--- src/hdl/rkit_pkg.sv ---
// ----------------------------------------------------------------------------
// rkit_pkg
// Shared widths, operation and status codes, and controller/datapath types
// for the reference-counted key intern table.
// ----------------------------------------------------------------------------
package rkit_pkg;

    localparam int OP_W      = 2;
    localparam int CRC_W     = 32;
    localparam int LEN_W     = 16;
    localparam int HANDLE_W  = 8;
    localparam int STATUS_W  = 3;
    localparam int COUNT_W   = 16;
    localparam int LIVE_W    = 9;

    // A handle is 8 bits wide, so no more than this many slots are addressable.
    localparam int HANDLE_SPACE     = 2 ** HANDLE_W;
    localparam int DEF_TABLE_SLOTS  = 256;

    localparam int S_TDATA_W = 64;
    localparam int S_TUSER_W = OP_W;
    localparam int M_TDATA_W = 32;

    localparam logic [OP_W-1:0] OP_REGISTER = 2'd0;
    localparam logic [OP_W-1:0] OP_ADD_REF  = 2'd1;
    localparam logic [OP_W-1:0] OP_REM_REF  = 2'd2;

    localparam logic [STATUS_W-1:0] ST_OK        = 3'd0;
    localparam logic [STATUS_W-1:0] ST_NEW       = 3'd1;
    localparam logic [STATUS_W-1:0] ST_FULL      = 3'd2;
    localparam logic [STATUS_W-1:0] ST_BADHANDLE = 3'd3;
    localparam logic [STATUS_W-1:0] ST_OVERFLOW  = 3'd4;
    localparam logic [STATUS_W-1:0] ST_FREED     = 3'd5;

    typedef struct packed {
        logic [CRC_W-1:0]   crc;
        logic [LEN_W-1:0]   len;
        logic [COUNT_W-1:0] refs;
    } t_entry;

    typedef struct packed {
        logic [HANDLE_W-1:0] handle;
        logic [STATUS_W-1:0] status;
        logic [COUNT_W-1:0]  count;
        logic                empty;
    } t_result;

    // Commands from the controller to the datapath.
    typedef struct packed {
        logic capture;    // input transfer: latch the item, restart the scan
        logic scan_run;   // step the key scan
        logic hnd_read;   // read the entry named by the handle
        logic do_update;  // count update of the hit or handle entry
        logic do_alloc;   // allocate the first free slot
        logic do_full;    // report a full table
        logic do_bad;     // report an invalid handle
        logic out_load;   // move the finished result to the output register
    } t_cmd;

    // Status from the datapath to the controller.
    typedef struct packed {
        logic key_op;      // captured item is a register
        logic handle_ok;   // add/remove with a present, in-range, live handle
        logic hit;         // key matched in the compare stage
        logic scan_done;   // last slot compared without a match
        logic free_found;  // a free slot was seen during the scan
        logic out_free;    // output register can take a result this cycle
    } t_sts;

endpackage

--- src/hdl/rkit_ctrl.sv ---
// ----------------------------------------------------------------------------
// rkit_ctrl
// Sequencer for the intern table: dispatches an item, runs the key scan and
// the count update, and hands the result to the output register.
// ----------------------------------------------------------------------------
module rkit_ctrl (
    input  logic          i_clk,
    input  logic          i_rst_n,
    input  logic          i_in_valid,
    output logic          o_in_ready,
    input  rkit_pkg::t_sts i_sts,
    output rkit_pkg::t_cmd o_cmd
);
    import rkit_pkg::*;

    localparam logic [2:0] S_IDLE = 3'd0;
    localparam logic [2:0] S_DISP = 3'd1;
    localparam logic [2:0] S_SCAN = 3'd2;
    localparam logic [2:0] S_MISS = 3'd3;
    localparam logic [2:0] S_UPD  = 3'd4;
    localparam logic [2:0] S_OUT  = 3'd5;

    logic [2:0] r_state;
    logic [2:0] n_state;

    assign o_in_ready = (r_state == S_IDLE);

    always_comb begin
        n_state = r_state;
        o_cmd   = '0;
        unique case (r_state)
            S_IDLE: begin
                if (i_in_valid) begin
                    o_cmd.capture = 1'b1;
                    n_state       = S_DISP;
                end
            end
            S_DISP: begin
                if (i_sts.key_op) begin
                    n_state = S_SCAN;
                end else if (i_sts.handle_ok) begin
                    o_cmd.hnd_read = 1'b1;
                    n_state        = S_UPD;
                end else begin
                    o_cmd.do_bad = 1'b1;
                    n_state      = S_OUT;
                end
            end
            S_SCAN: begin
                o_cmd.scan_run = 1'b1;
                if (i_sts.hit) begin
                    n_state = S_UPD;
                end else if (i_sts.scan_done) begin
                    n_state = S_MISS;
                end
            end
            S_MISS: begin
                // The free-slot marker, registered from the last compare, has settled in this state.
                if (i_sts.free_found) begin
                    o_cmd.do_alloc = 1'b1;
                end else begin
                    o_cmd.do_full = 1'b1;
                end
                n_state = S_OUT;
            end
            S_UPD: begin
                o_cmd.do_update = 1'b1;
                n_state         = S_OUT;
            end
            S_OUT: begin
                if (i_sts.out_free) begin
                    o_cmd.out_load = 1'b1;
                    n_state        = S_IDLE;
                end
            end
            default: begin
                n_state = S_IDLE;
            end
        endcase
    end

    always_ff @(posedge i_clk) begin
        if (!i_rst_n) begin
            r_state <= S_IDLE;
        end else begin
            r_state <= n_state;
        end
    end

endmodule

--- config.mk ---
export PLATFORM = sky130hd
export DESIGN_NAME = rkit_ctrl
export DESIGN_NICKNAME = d
export VERILOG_FILES = /design/src/hdl/rkit_pkg.sv /design/src/hdl/rkit_ctrl.sv
export SDC_FILE = /design/constraint.sdc
export NUM_CORES = 1
export LEC_CHECK = 0
export BUFFER_PORTS_ARGS = -buffer_cell sky130_fd_sc_hd__buf_2
export CAP_MARGIN = 15
export CELL_PAD_IN_SITES_DETAIL_PLACEMENT = 2
export CELL_PAD_IN_SITES_GLOBAL_PLACEMENT = 2
export CORE_MARGIN = 2
export CORE_UTILIZATION = 18
export DETAILED_ROUTE_END_ITERATION = 8
export PLACE_DENSITY_LB_ADDON = 0.1
export SETUP_SLACK_MARGIN = 0.5
export SLEW_MARGIN = 20
export SYNTH_ARGS = -nofsm -noshare
export SYNTH_HDL_FRONTEND = slang
export SYNTH_SLANG_ARGS = --single-unit
--- constraint.sdc ---
create_clock -name i_clk -period 1.2 [get_ports i_clk]
set_input_delay 0.18 -clock i_clk [delete_from_list [all_inputs] [get_ports i_clk]]
set_output_delay 0.18 -clock i_clk [all_outputs]
set_load 0.01 [all_outputs]
[Yosys cells after proc, flatten, opt, wreduce, memory -nomap -nowiden]
Index checks and enable logic that the tools add are counted.
Widths: inputs -> output; s select.
Cells by class
  eq/ne operators: 8
  multiplexer cells: 22
  reduce and logical (&&, ||, !) cells: 3
Operators with widths (count)
  $mux 1: 15
  $mux 3: 5
  $pmux 3 s5: 1
  $eq 3x2->1 const B: 2
  $eq 3x3->1 const B: 2
  $ne 2x2->1 const B: 2
  $eq 3x1->1 const B: 1
  $logic_not 3->1: 1
  $ne 3x3->1 const B: 1
  $reduce_and 3->1: 1
  $mux 2: 1
  $reduce_or 2->1: 1
Storage, ports and cells
  bits in registers: 3
  logic and storage cells: 34

[Longest topological paths before layout]
Gate-level depths: netlist of the first run.
  depth in word-level cells: 3
  mapped depth: 4
  gate-level depth less buffers: 3

[Least setup slack after synthesis of the first run]
No wires, ideal clock.
  path type: reg2out
  start: register r_state[2]
  end: output o_cmd[1] (netlist name)
  arrival time: 1.087 ns
  required time: 1.020 ns
  path slack: -0.067 ns
  cell stages (with the launch flop): 4
  cells stage by stage: dfxtp_1 -> buf_6 -> or2_1 -> nor4b_1
RTL lines
  start: declaration: line rkit_ctrl.sv:23  | logic [2:0] r_state;
  start signal: assignment: line rkit_ctrl.sv:86  | r_state <= n_state;
  end: declaration: line rkit_ctrl.sv:12  | output rkit_pkg::t_cmd o_cmd

==> metrics.cfg, run 1 <==
[setup_path]
start_kind = flip-flop
crit_arrival_ns = 1.23
cp_cell_sequence = or2_4 -> nor4b_4 -> buf_2
end_kind = primary output
path_max_fanout = 4
worst-setup-path-type = reg2out
slowest_delay_ns = 0.35
worstPathRequired_ns = 1.02
slowest_stage = dfxtp_4

[global_route]
grt_max_degree = 14
grt_overflow = 0
grt_pass1_vias = 445
grt_usage_pct = 18.1
grt_pass1_wl_mm = 2.30
antenna_found_initial = 0

[yosys]
synthArstFlopShare_pct = 0
seq_area_frac_synth_pct = 23.0
yosysWarnings = 0
syn_inst = 33
synth_top_area_share_pct = 23.0
synth_top_area_cell = dfxtp_1
netlist_area_um2 = 262
synth_top_family_by_area = simple AND/OR/NAND/NOR gates
synth-compound-area-share_pct = 16.7
synth_flop_cell = dfxtp_1
synth.mux.area_fraction_pct = 0
synth_nets = 42
synth_simple_gate_area_share_pct = 52.6
synth.ff_latch_count = 3
avgSynthCellArea_um2 = 7.92
yosysMostFrequentCell = nor2_1
synth_fa_ha_area_share_pct = 0
yosys-top-cells-area = dfxtp_1, nor3b_1, nor2_1, o211ai_1, nor3b_2
synth_xor_area_share_pct = 0
synth_edf_count = 0
ys_types = 23
synthTopCellsByCount = nor2_1, dfxtp_1, nor3b_1

[die]
die_x_um = 42.1
dieArea_um2 = 1770
rows = 13
core_um2 = 1330
start_util_pct = 19.6
num_io_pins = 18
fp.dieH_um = 42.1

[placed_design]
dp_hpwl_um = 855
port_buffers = 17
place.gp.congestion = 0.754
dp_slack_ns = -0.0108
placed_cells = 66
dpl_cell_area_um2 = 414

[clocking]
cts_buffer_depth = 2
cts_tree = done
cts.hold.buffers_added = 0
cts_max_level = 1
cts_sinks = 3
numCtsBuffers = 3
root_buffer = clkbuf_4
worstSkewPairLatency_ns = 0.25
clkTransAtPathRegs_ns = 0.04

[timing]
whs_ns = 0.243
hold_viol = 0
setup_viol = 11
finalCritPeriodShare_pct = 118
maxSlewHeadroom_pct = 85.1
fin_skew_ns = 0.00679
worstMarginPinSlew_ns = 0.224
fin_setup_tns_ns = -1.50
min_period_ns = 1.41
fin_ws_ns = -0.210
rsz0062_at_grt = yes
timing.fmax_ghz = 0.709
maxSlewViolCount = 0

[detailed_routing]
drt_wl_total_mm = 1.41
drt_iter0_markers = 3
antenna_left = 0
viasPerCell = 5.03
dr.pass1.iters = 4
drc = 0
vias = 392
wl_per_cell_um = 18.1

[final_layout]
nets = 73
regMostFlops = r_state
final_area_um2 = 588
diodes = 0
area_delta_synth_final_pct = 125
final_cells = 78
largest_reg_flops = 3
fill_cells = 153
largestRegisters = r_state (3)
final_layout_size_suffix_gt1_share_pct = 76.2
utilization_pct = 44.1

[job]
max-cap-violations = 0

[outcome]
status = complete, but fails checks
violations = setup timing

[power_and_ir_drop]
powerDensity_nw_per_um2 = 1060
vdd_ir_drop_max_uv = 406
p_leak_nw = 0.271
p_total_mw = 0.624

[min_path]
hold_class = in2reg

## kinds of logic (layout without fill, tap and decap cells)
group / after synthesis / after routing
simple gates: 21 / 21
compound gates: 6 / 6
flops: 3 / 3
buf+inv: 3 / 33
## worst paths after layout
path,from,end,slack (ns),cells past startpoint
max,r_state[2]$_SDFFE_PN0P_,o_cmd[1],-0.21,3
max reg2reg,r_state[2]$_SDFFE_PN0P_,r_state[0]$_SDFFE_PN0P_,-0.17,7
min,i_sts[2],r_state[0]$_SDFFE_PN0P_,0.24,3
min reg2reg,r_state[2]$_SDFFE_PN0P_,r_state[1]$_SDFFE_PN0P_,0.58,2
## final cells by class
| cell class | count | area [um2] | share of cell area, % |
|---|---|---|---|
| Sequential cell | 3 | 71.3 | 12.1 |
| Timing Repair Buffer | 28 | 198 | 33.6 |
| Multi-Input combinational cell | 27 | 268 | 45.5 |
| Tap cell | 15 | 18.8 | 3.19 |
| Inverter | 1 | 6.26 | 1.06 |
| Clock buffer | 4 | 26.3 | 4.47 |
## critical path, delay by kind of cell (launching register included)
kind / cells / cell delay (ns)
buffers and inverters: 1 / 0.16
and+or+nand+nor: 2 / 0.47
DFF: 1 / 0.35
## power by group
part | internal (mW) | total, mW | switching, mW
clock | 0.126 | 0.193 | 0.0677
sequential | 0.114 | 0.156 | 0.0418
combinational | 0.158 | 0.274 | 0.116
## cell usage in the layout (no fill, tap or decap)
cell type  synthesis  routed
nor3b_4            0       3
nand3_1            1       1
and3_4             0       1
nor3b_2            1       1
clkbuf_4           0       3
nor2_4             0       2
and2_4             0       1
a31oi_2            0       1
and3_1             1       1
and4b_1            1       1
nand2_1            2       2
nand4b_1           1       1
o21ai_1            1       1
dfxtp_4            0       3
and4_1             1       1
inv_4              0       1
o211ai_1           2       2
nor4b_4            0       1
o21a_1             1       1
nor2_2             0       1
buf_2              1      14
nor2_1             5       2
clkbuf_1           0       1
nor2b_4            0       1
or2_4              0       1
buf_6              1       6
a221o_1            1       1
buf_4              0       8
## per-layer routing
metal	part of all wire, %	global-route usage [%]
met1	41	19.2
met2	52	30.6
met3	6.2	9.91
met4	0.99	5.63
met5	0	0
## repair_timing
action | 4_1_cts | 5_1_grt
cloned | 0 | 0
resized for setup | 17 | 4
pin swaps | 6 | 1
setup buffers | 6 | 2
endpoints found under the setup margin | 12 | 12
No activity file was read; power rests on OpenSTA's default activity.
==> run 2, diff against run 1 <==
--- a/config.mk
+++ b/config.mk
@@ -10,7 +10,9 @@
 export CELL_PAD_IN_SITES_DETAIL_PLACEMENT = 2
 export CELL_PAD_IN_SITES_GLOBAL_PLACEMENT = 2
 export CORE_MARGIN = 2
-export CORE_UTILIZATION = 18
+export CORE_UTILIZATION = 20
+export CTS_BUF_LIST = sky130_fd_sc_hd__clkbuf_4 sky130_fd_sc_hd__clkbuf_8
+export CTS_CLUSTER_SIZE = 10
 export DETAILED_ROUTE_END_ITERATION = 8
 export PLACE_DENSITY_LB_ADDON = 0.1
 export SETUP_SLACK_MARGIN = 0.5
==> metrics.cfg, run 2 (synthesis results as in run 1) <==
[final_layout]
final_layout_size_suffix_gt1_share_pct = 77.8  ; +1.6 points
diodes = 0  ; unchanged
regMostFlops = r_state
largestRegisters = r_state (3)
final_common_cell = buf_2
nets = 73  ; unchanged
utilization_pct = 48.5  ; +4.4 points
area_delta_synth_final_pct = 132
largest_reg_flops = 3  ; unchanged
layout_common_cells = buf_2, buf_6, buf_4

[setup_path]
worst-setup-path-type = reg2out
path_depth = 4  ; +1
worstPathRequired_ns = 1.02  ; about the same
path_delay_family = buffers and inverters
path_max_fanout = 5  ; +1
critical_path.most_common_cell = buf_4
slowest_stage = dfxtp_4
end_kind = primary output
r2r_cells = 5  ; -2
slowest_delay_ns = 0.34  ; about the same
path_buf_inv = 3  ; +2
crit_arrival_ns = 1.25  ; +0.02 ns
start_kind = flip-flop
cp_cell_sequence = buf_4 -> buf_4 -> nor3b_2 -> buf_2

[power_and_ir_drop]
intPower_mw = 0.423  ; +6.1%
p_total_mw = 0.634  ; +1.6%
sw_frac_of_total_pct = 33.3  ; -2.8 points
clkPwrFrac_pct = 32.6  ; +1.6 points
switching_power_mw = 0.211  ; -6.4%
vdd_ir_drop_max_uv = 646  ; +59%
p_seq_share_pct = 24.0  ; -1.0 points
powerDensity_nw_per_um2 = 1040  ; -1.5%
pwr-share-comb_pct = 43.4  ; -0.6 points
p_leak_nw = 0.281  ; +3.7%

[clocking]
cts_tree = done
clkTransAtPathRegs_ns = 0.04  ; about the same
cts_buffer_depth = 2  ; unchanged
cts.hold.buffers_added = 0  ; unchanged
worstSkewPairLatency_ns = 0.24  ; about the same
cts_sinks = 3  ; unchanged
cts_max_level = 1  ; unchanged
root_buffer = clkbuf_4
numCtsBuffers = 3  ; unchanged

[timing]
finalCritPeriodShare_pct = 119  ; +1.3 points
min_period_ns = 1.43  ; +0.0153 ns
maxSlewViolCount = 0  ; unchanged
setup_viol = 11  ; unchanged
whs_ns = 0.237  ; -0.00625 ns
fin_skew_ns = 0.00229  ; -0.00450 ns
rsz0062_at_grt = yes
worstMarginPinSlew_ns = 0.226  ; +0.00219 ns
hold_viol = 0  ; unchanged
maxSlewHeadroom_pct = 84.9  ; -0.21 points
fin_ws_ns = -0.226  ; -0.0153 ns
timing.fmax_ghz = 0.701  ; -1.1%

[min_path]
hold_depth = 3  ; unchanged
hold_class = in2reg

[placed_design]
dp_hpwl_um = 798  ; -6.6%
port_buffers = 17  ; unchanged
place.gp.congestion = 0.831  ; +10%

[detailed_routing]
drt_wl_total_mm = 1.23  ; -13%
dr.pass1.iters = 3  ; -1
wl_per_cell_um = 15.8  ; -13%
drt_iter0_markers = 6  ; +3
drc = 0  ; unchanged
viasPerCell = 4.95  ; -1.5%
vias = 386  ; -1.5%
antenna_left = 0  ; unchanged

[die]
die_x_um = 40.2  ; -4.6%
fp.dieH_um = 40.2  ; -4.6%
num_io_pins = 18  ; unchanged
core_um2 = 1250  ; -6.1%
dieArea_um2 = 1610  ; -9.1%
start_util_pct = 20.9  ; +1.3 points
rows = 13  ; unchanged

[outcome]
violations = setup timing
status = complete, but fails checks

[global_route]
antenna_found_initial = 0  ; unchanged
grt_max_degree = 14  ; unchanged
grt_overflow = 0  ; unchanged
grt_usage_pct = 18.6  ; +0.45 points
grt_pass1_vias = 376  ; -16%
grt_pass1_wl_mm = 1.85  ; -20%

[job]
max-cap-violations = 0  ; unchanged

==> run 2: routing by layer <==
layer,vias up,wire [um],share of wire [%],global-route usage (%)
li1,186,-,-,-
met1,187,494,40,21.6
met2,13,660,54,29.8
met3,0,76,6.2,7.22
met4,0,0,0,7.76
met5,-,0,0,0
==> run 2: stage by stage <==
stage | setup TNS (ns) | std cells | instance area, um2 | setup WS, ns
global route | -2.15 | 78 | 607 | -0.301
CTS | -1.42 | 76 | 559 | -0.220
floorplan | 0 | 33 | 310 | 0.0629
finish | -1.47 | 78 | 607 | -0.226
detailed placement | 0 | 68 | 429 | 0.00796
global placement | 0 | 68 | 429 | 0.0299
==> run 2: final cells by class <==
type                    instances  area [um2]
fillers                       133         646
well taps                      15        18.8
repair buffers                 28         214
multi-input cells              27         267
clock buffers                   4        30.0
inverters                       1        6.26
flip-flops and latches          3        71.3
==> run 2: path summary, 6_finish.rpt <==
path                                              start                       to  slack (ns)
worst max register to register  r_state[1]$_SDFFE_PN0P_  r_state[2]$_SDFFE_PN0P_       -0.09
worst min-delay path                           i_sts[2]  r_state[0]$_SDFFE_PN0P_        0.24
worst min register to register  r_state[2]$_SDFFE_PN0P_  r_state[1]$_SDFFE_PN0P_        0.56
worst max-delay path            r_state[2]$_SDFFE_PN0P_                 o_cmd[6]       -0.23
==> run 2: timing repair <==
action                                  CTS  global route
setup buffers                             4             2
cloned                                    0             0
gates resized for setup                  15             7
endpoints found under the setup margin   12            12
pin swaps                                 4             6
==> run 2: worst register-to-register path, delay by kind of cell (launching register included) <==
kind	cells	cell delay, ns
and+or+nand+nor	2	0.31
DFF	1	0.35
AOI/OAI and AO/OA	1	0.29
buffers and inverters	2	0.22
==> run 2: power by group through the flow <==
stage	Clock (mW)	Combinational [mW]	Sequential, mW
after detailed placement	0	0.184	0.153
after global routing	0.235	0.299	0.157
after floorplan	0	0.140	0.128
after global placement	0	0.182	0.150
final	0.207	0.275	0.152
after CTS	0.215	0.250	0.151
==> run 3, diff against run 2 <==
--- a/config.mk
+++ b/config.mk
@@ -15,7 +15,6 @@
 export CTS_CLUSTER_SIZE = 10
 export DETAILED_ROUTE_END_ITERATION = 8
 export PLACE_DENSITY_LB_ADDON = 0.1
-export SETUP_SLACK_MARGIN = 0.5
 export SLEW_MARGIN = 20
 export SYNTH_ARGS = -nofsm -noshare
 export SYNTH_HDL_FRONTEND = slang
==> metrics.cfg, run 3 (synthesis results as in run 1) <==
[outcome]
status = complete, but fails checks
violations = setup timing

[power_and_ir_drop]
vdd_ir_drop_max_uv = 381  ; -41%
p_total_mw = 0.570  ; -10%
p_leak_nw = 0.236  ; -16%
powerDensity_nw_per_um2 = 1180  ; +13%

[timing]
whs_ns = 0.208  ; -0.0291 ns
finalCritPeriodShare_pct = 116  ; -3.1 points
fin_ws_ns = -0.188  ; +0.0374 ns
rsz0062_at_grt = yes
fin_setup_tns_ns = -1.08  ; +0.388 ns
setup_viol = 9  ; -2
maxSlewHeadroom_pct = 83.7  ; -1.1 points
timing.fmax_ghz = 0.720  ; +2.7%
maxSlewViolCount = 0  ; unchanged
hold_viol = 0  ; unchanged
worstMarginPinSlew_ns = 0.243  ; +0.0173 ns
fin_skew_ns = 0.0000970  ; -0.00219 ns
min_period_ns = 1.39  ; -0.0374 ns

[final_layout]
fill_cells = 152  ; +14%
diodes = 0  ; unchanged
layout_common_cells = buf_2, buf_4, clkbuf_4
final_common_cell = buf_2
utilization_pct = 38.7  ; -9.8 points
largestRegisters = r_state (3)
largest_reg_flops = 3  ; unchanged
final_layout_size_suffix_gt1_share_pct = 64.4  ; -13 points
area_delta_synth_final_pct = 85.2
regMostFlops = r_state
nets = 69  ; -5.5%

[die]
start_util_pct = 20.9  ; unchanged
die_x_um = 40.2  ; unchanged
core_um2 = 1250  ; unchanged
num_io_pins = 18  ; unchanged
dieArea_um2 = 1610  ; unchanged
rows = 13  ; unchanged
fp.dieH_um = 40.2  ; unchanged

[clocking]
cts_sinks = 3  ; unchanged
worstSkewPairLatency_ns = 0.24  ; about the same
root_buffer = clkbuf_4
cts_tree = done
cts_max_level = 1  ; unchanged
clkTransAtPathRegs_ns = 0.04  ; about the same
cts.hold.buffers_added = 0  ; unchanged
numCtsBuffers = 3  ; unchanged
cts_buffer_depth = 2  ; unchanged

[global_route]
grt_pass1_vias = 348  ; -7.4%
antenna_found_initial = 0  ; unchanged
use_met1_pct = 16.7  ; -5.0 points
grt_usage_pct = 15.7  ; -2.9 points
grt_overflow = 0  ; unchanged
use_met3_pct = 5.00  ; -2.2 points
top_usage_layer = met2
gr-usage-met2_pct = 27.4  ; -2.4 points
grt_max_degree = 9  ; -5
grt_pass1_wl_mm = 1.55  ; -16%

[detailed_routing]
drt_wl_total_mm = 1.11  ; -9.7%
drc = 0  ; unchanged
vias = 364  ; -5.7%
wl_per_cell_um = 15.0  ; -4.8%
drt_iter0_markers = 0  ; -6
dr.pass1.iters = 1  ; -2
antenna_left = 0  ; unchanged
viasPerCell = 4.92  ; -0.60%

[placed_design]
dp_hpwl_um = 754  ; -5.5%
port_buffers = 17  ; unchanged
dp_slack_ns = 0.000631  ; -0.00733 ns
place.gp.congestion = 0.694  ; -17%

[min_path]
hold_class = in2reg
hp-start = i_in_valid
hold_end = r_state[0]$_SDFFE_PN0P_
hold_depth = 3  ; unchanged

[setup_path]
worst-setup-path-type = reg2out
crit_arrival_ns = 1.21  ; -0.04 ns
r2r_cells = 4  ; -1
r2r_slack_ns = 0.04  ; +0.13 ns
path_max_fanout = 8  ; +3
reg2reg_from = r_state[2]$_SDFFE_PN0P_
start_kind = flip-flop
end_kind = primary output
worstPathRequired_ns = 1.02  ; about the same
reg2reg_to = r_state[2]$_SDFFE_PN0P_

[job]
max-cap-violations = 0  ; unchanged

## run 3: changes by cell type in the layout (fill, tap and decap cells not counted), moves of 2 or more
| cell | previous run | this run |
|---|---|---|
| buf_2 | 14 | 17 |
| buf_6 | 7 | 2 |
| nor3b_1 | 0 | 3 |
| nor3b_2 | 2 | 0 |
## run 3: stage by stage
stage          instance area [um2]  std cells
2_1_floorplan                  270         33
3_3_place_gp                   380         66
6_report                       484         74
5_1_grt                        484         74
4_1_cts                        469         74
3_5_place_dp                   380         66
## run 3: layout make-up
type                            count  area [um2]  share of cell area, %
Clock buffer                        4        30.0                   6.20
Inverter                            1        3.75                  0.775
Multi-Input combinational cell     27         215                   44.4
Sequential cell                     3        71.3                   14.7
Tap cell                           15        18.8                   3.88
Timing Repair Buffer               24         145                   30.0
## run 3: power by group
part	total, mW	switching, mW	internal (mW)
Clock	0.207	0.0592	0.148
Sequential	0.136	0.0216	0.114
Combinational	0.228	0.106	0.122
Total	0.570	0.187	0.384
## run 3: worst max path at each step
stage | from | to | slack (ns) | cells after the start
6_report | r_state[1]$_SDFFE_PN0P_ | o_cmd[1] | -0.19 | 3
5_1_grt | r_state[1]$_SDFFE_PN0P_ | o_cmd[1] | -0.27 | 3
4_1_cts | r_state[1]$_SDFFE_PN0P_ | o_cmd[1] | -0.19 | 3
3_5_place_dp | r_state[1]$_SDFFE_PN0P_ | o_cmd[1] | 0.0006 | 3
3_3_place_gp | r_state[1]$_SDFFE_PN0P_ | o_cmd[1] | 0.02 | 3
2_1_floorplan | r_state[2]$_SDFFE_PN0P_ | o_cmd[7] | 0.03 | 4
## run 3: per-layer routing
metal  up-vias  share of wire (%)
met5         -                  0
met4         0                1.7
met3         2                5.4
met2        13                 51
met1       174                 42
li1        175                  -
## run 3: timing repair
action | in CTS | in global routing
buffers inserted | 4 | 0
resized for setup | 12 | 2
pin swaps | 4 | 1
setup endpoints to repair | 9 | 9
## run 3: worst max-delay path, stage by stage, from the launching register on
cell     delay (ns)
dfxtp_4        0.36
or2_4          0.26
nor4b_4        0.19
buf_2          0.16
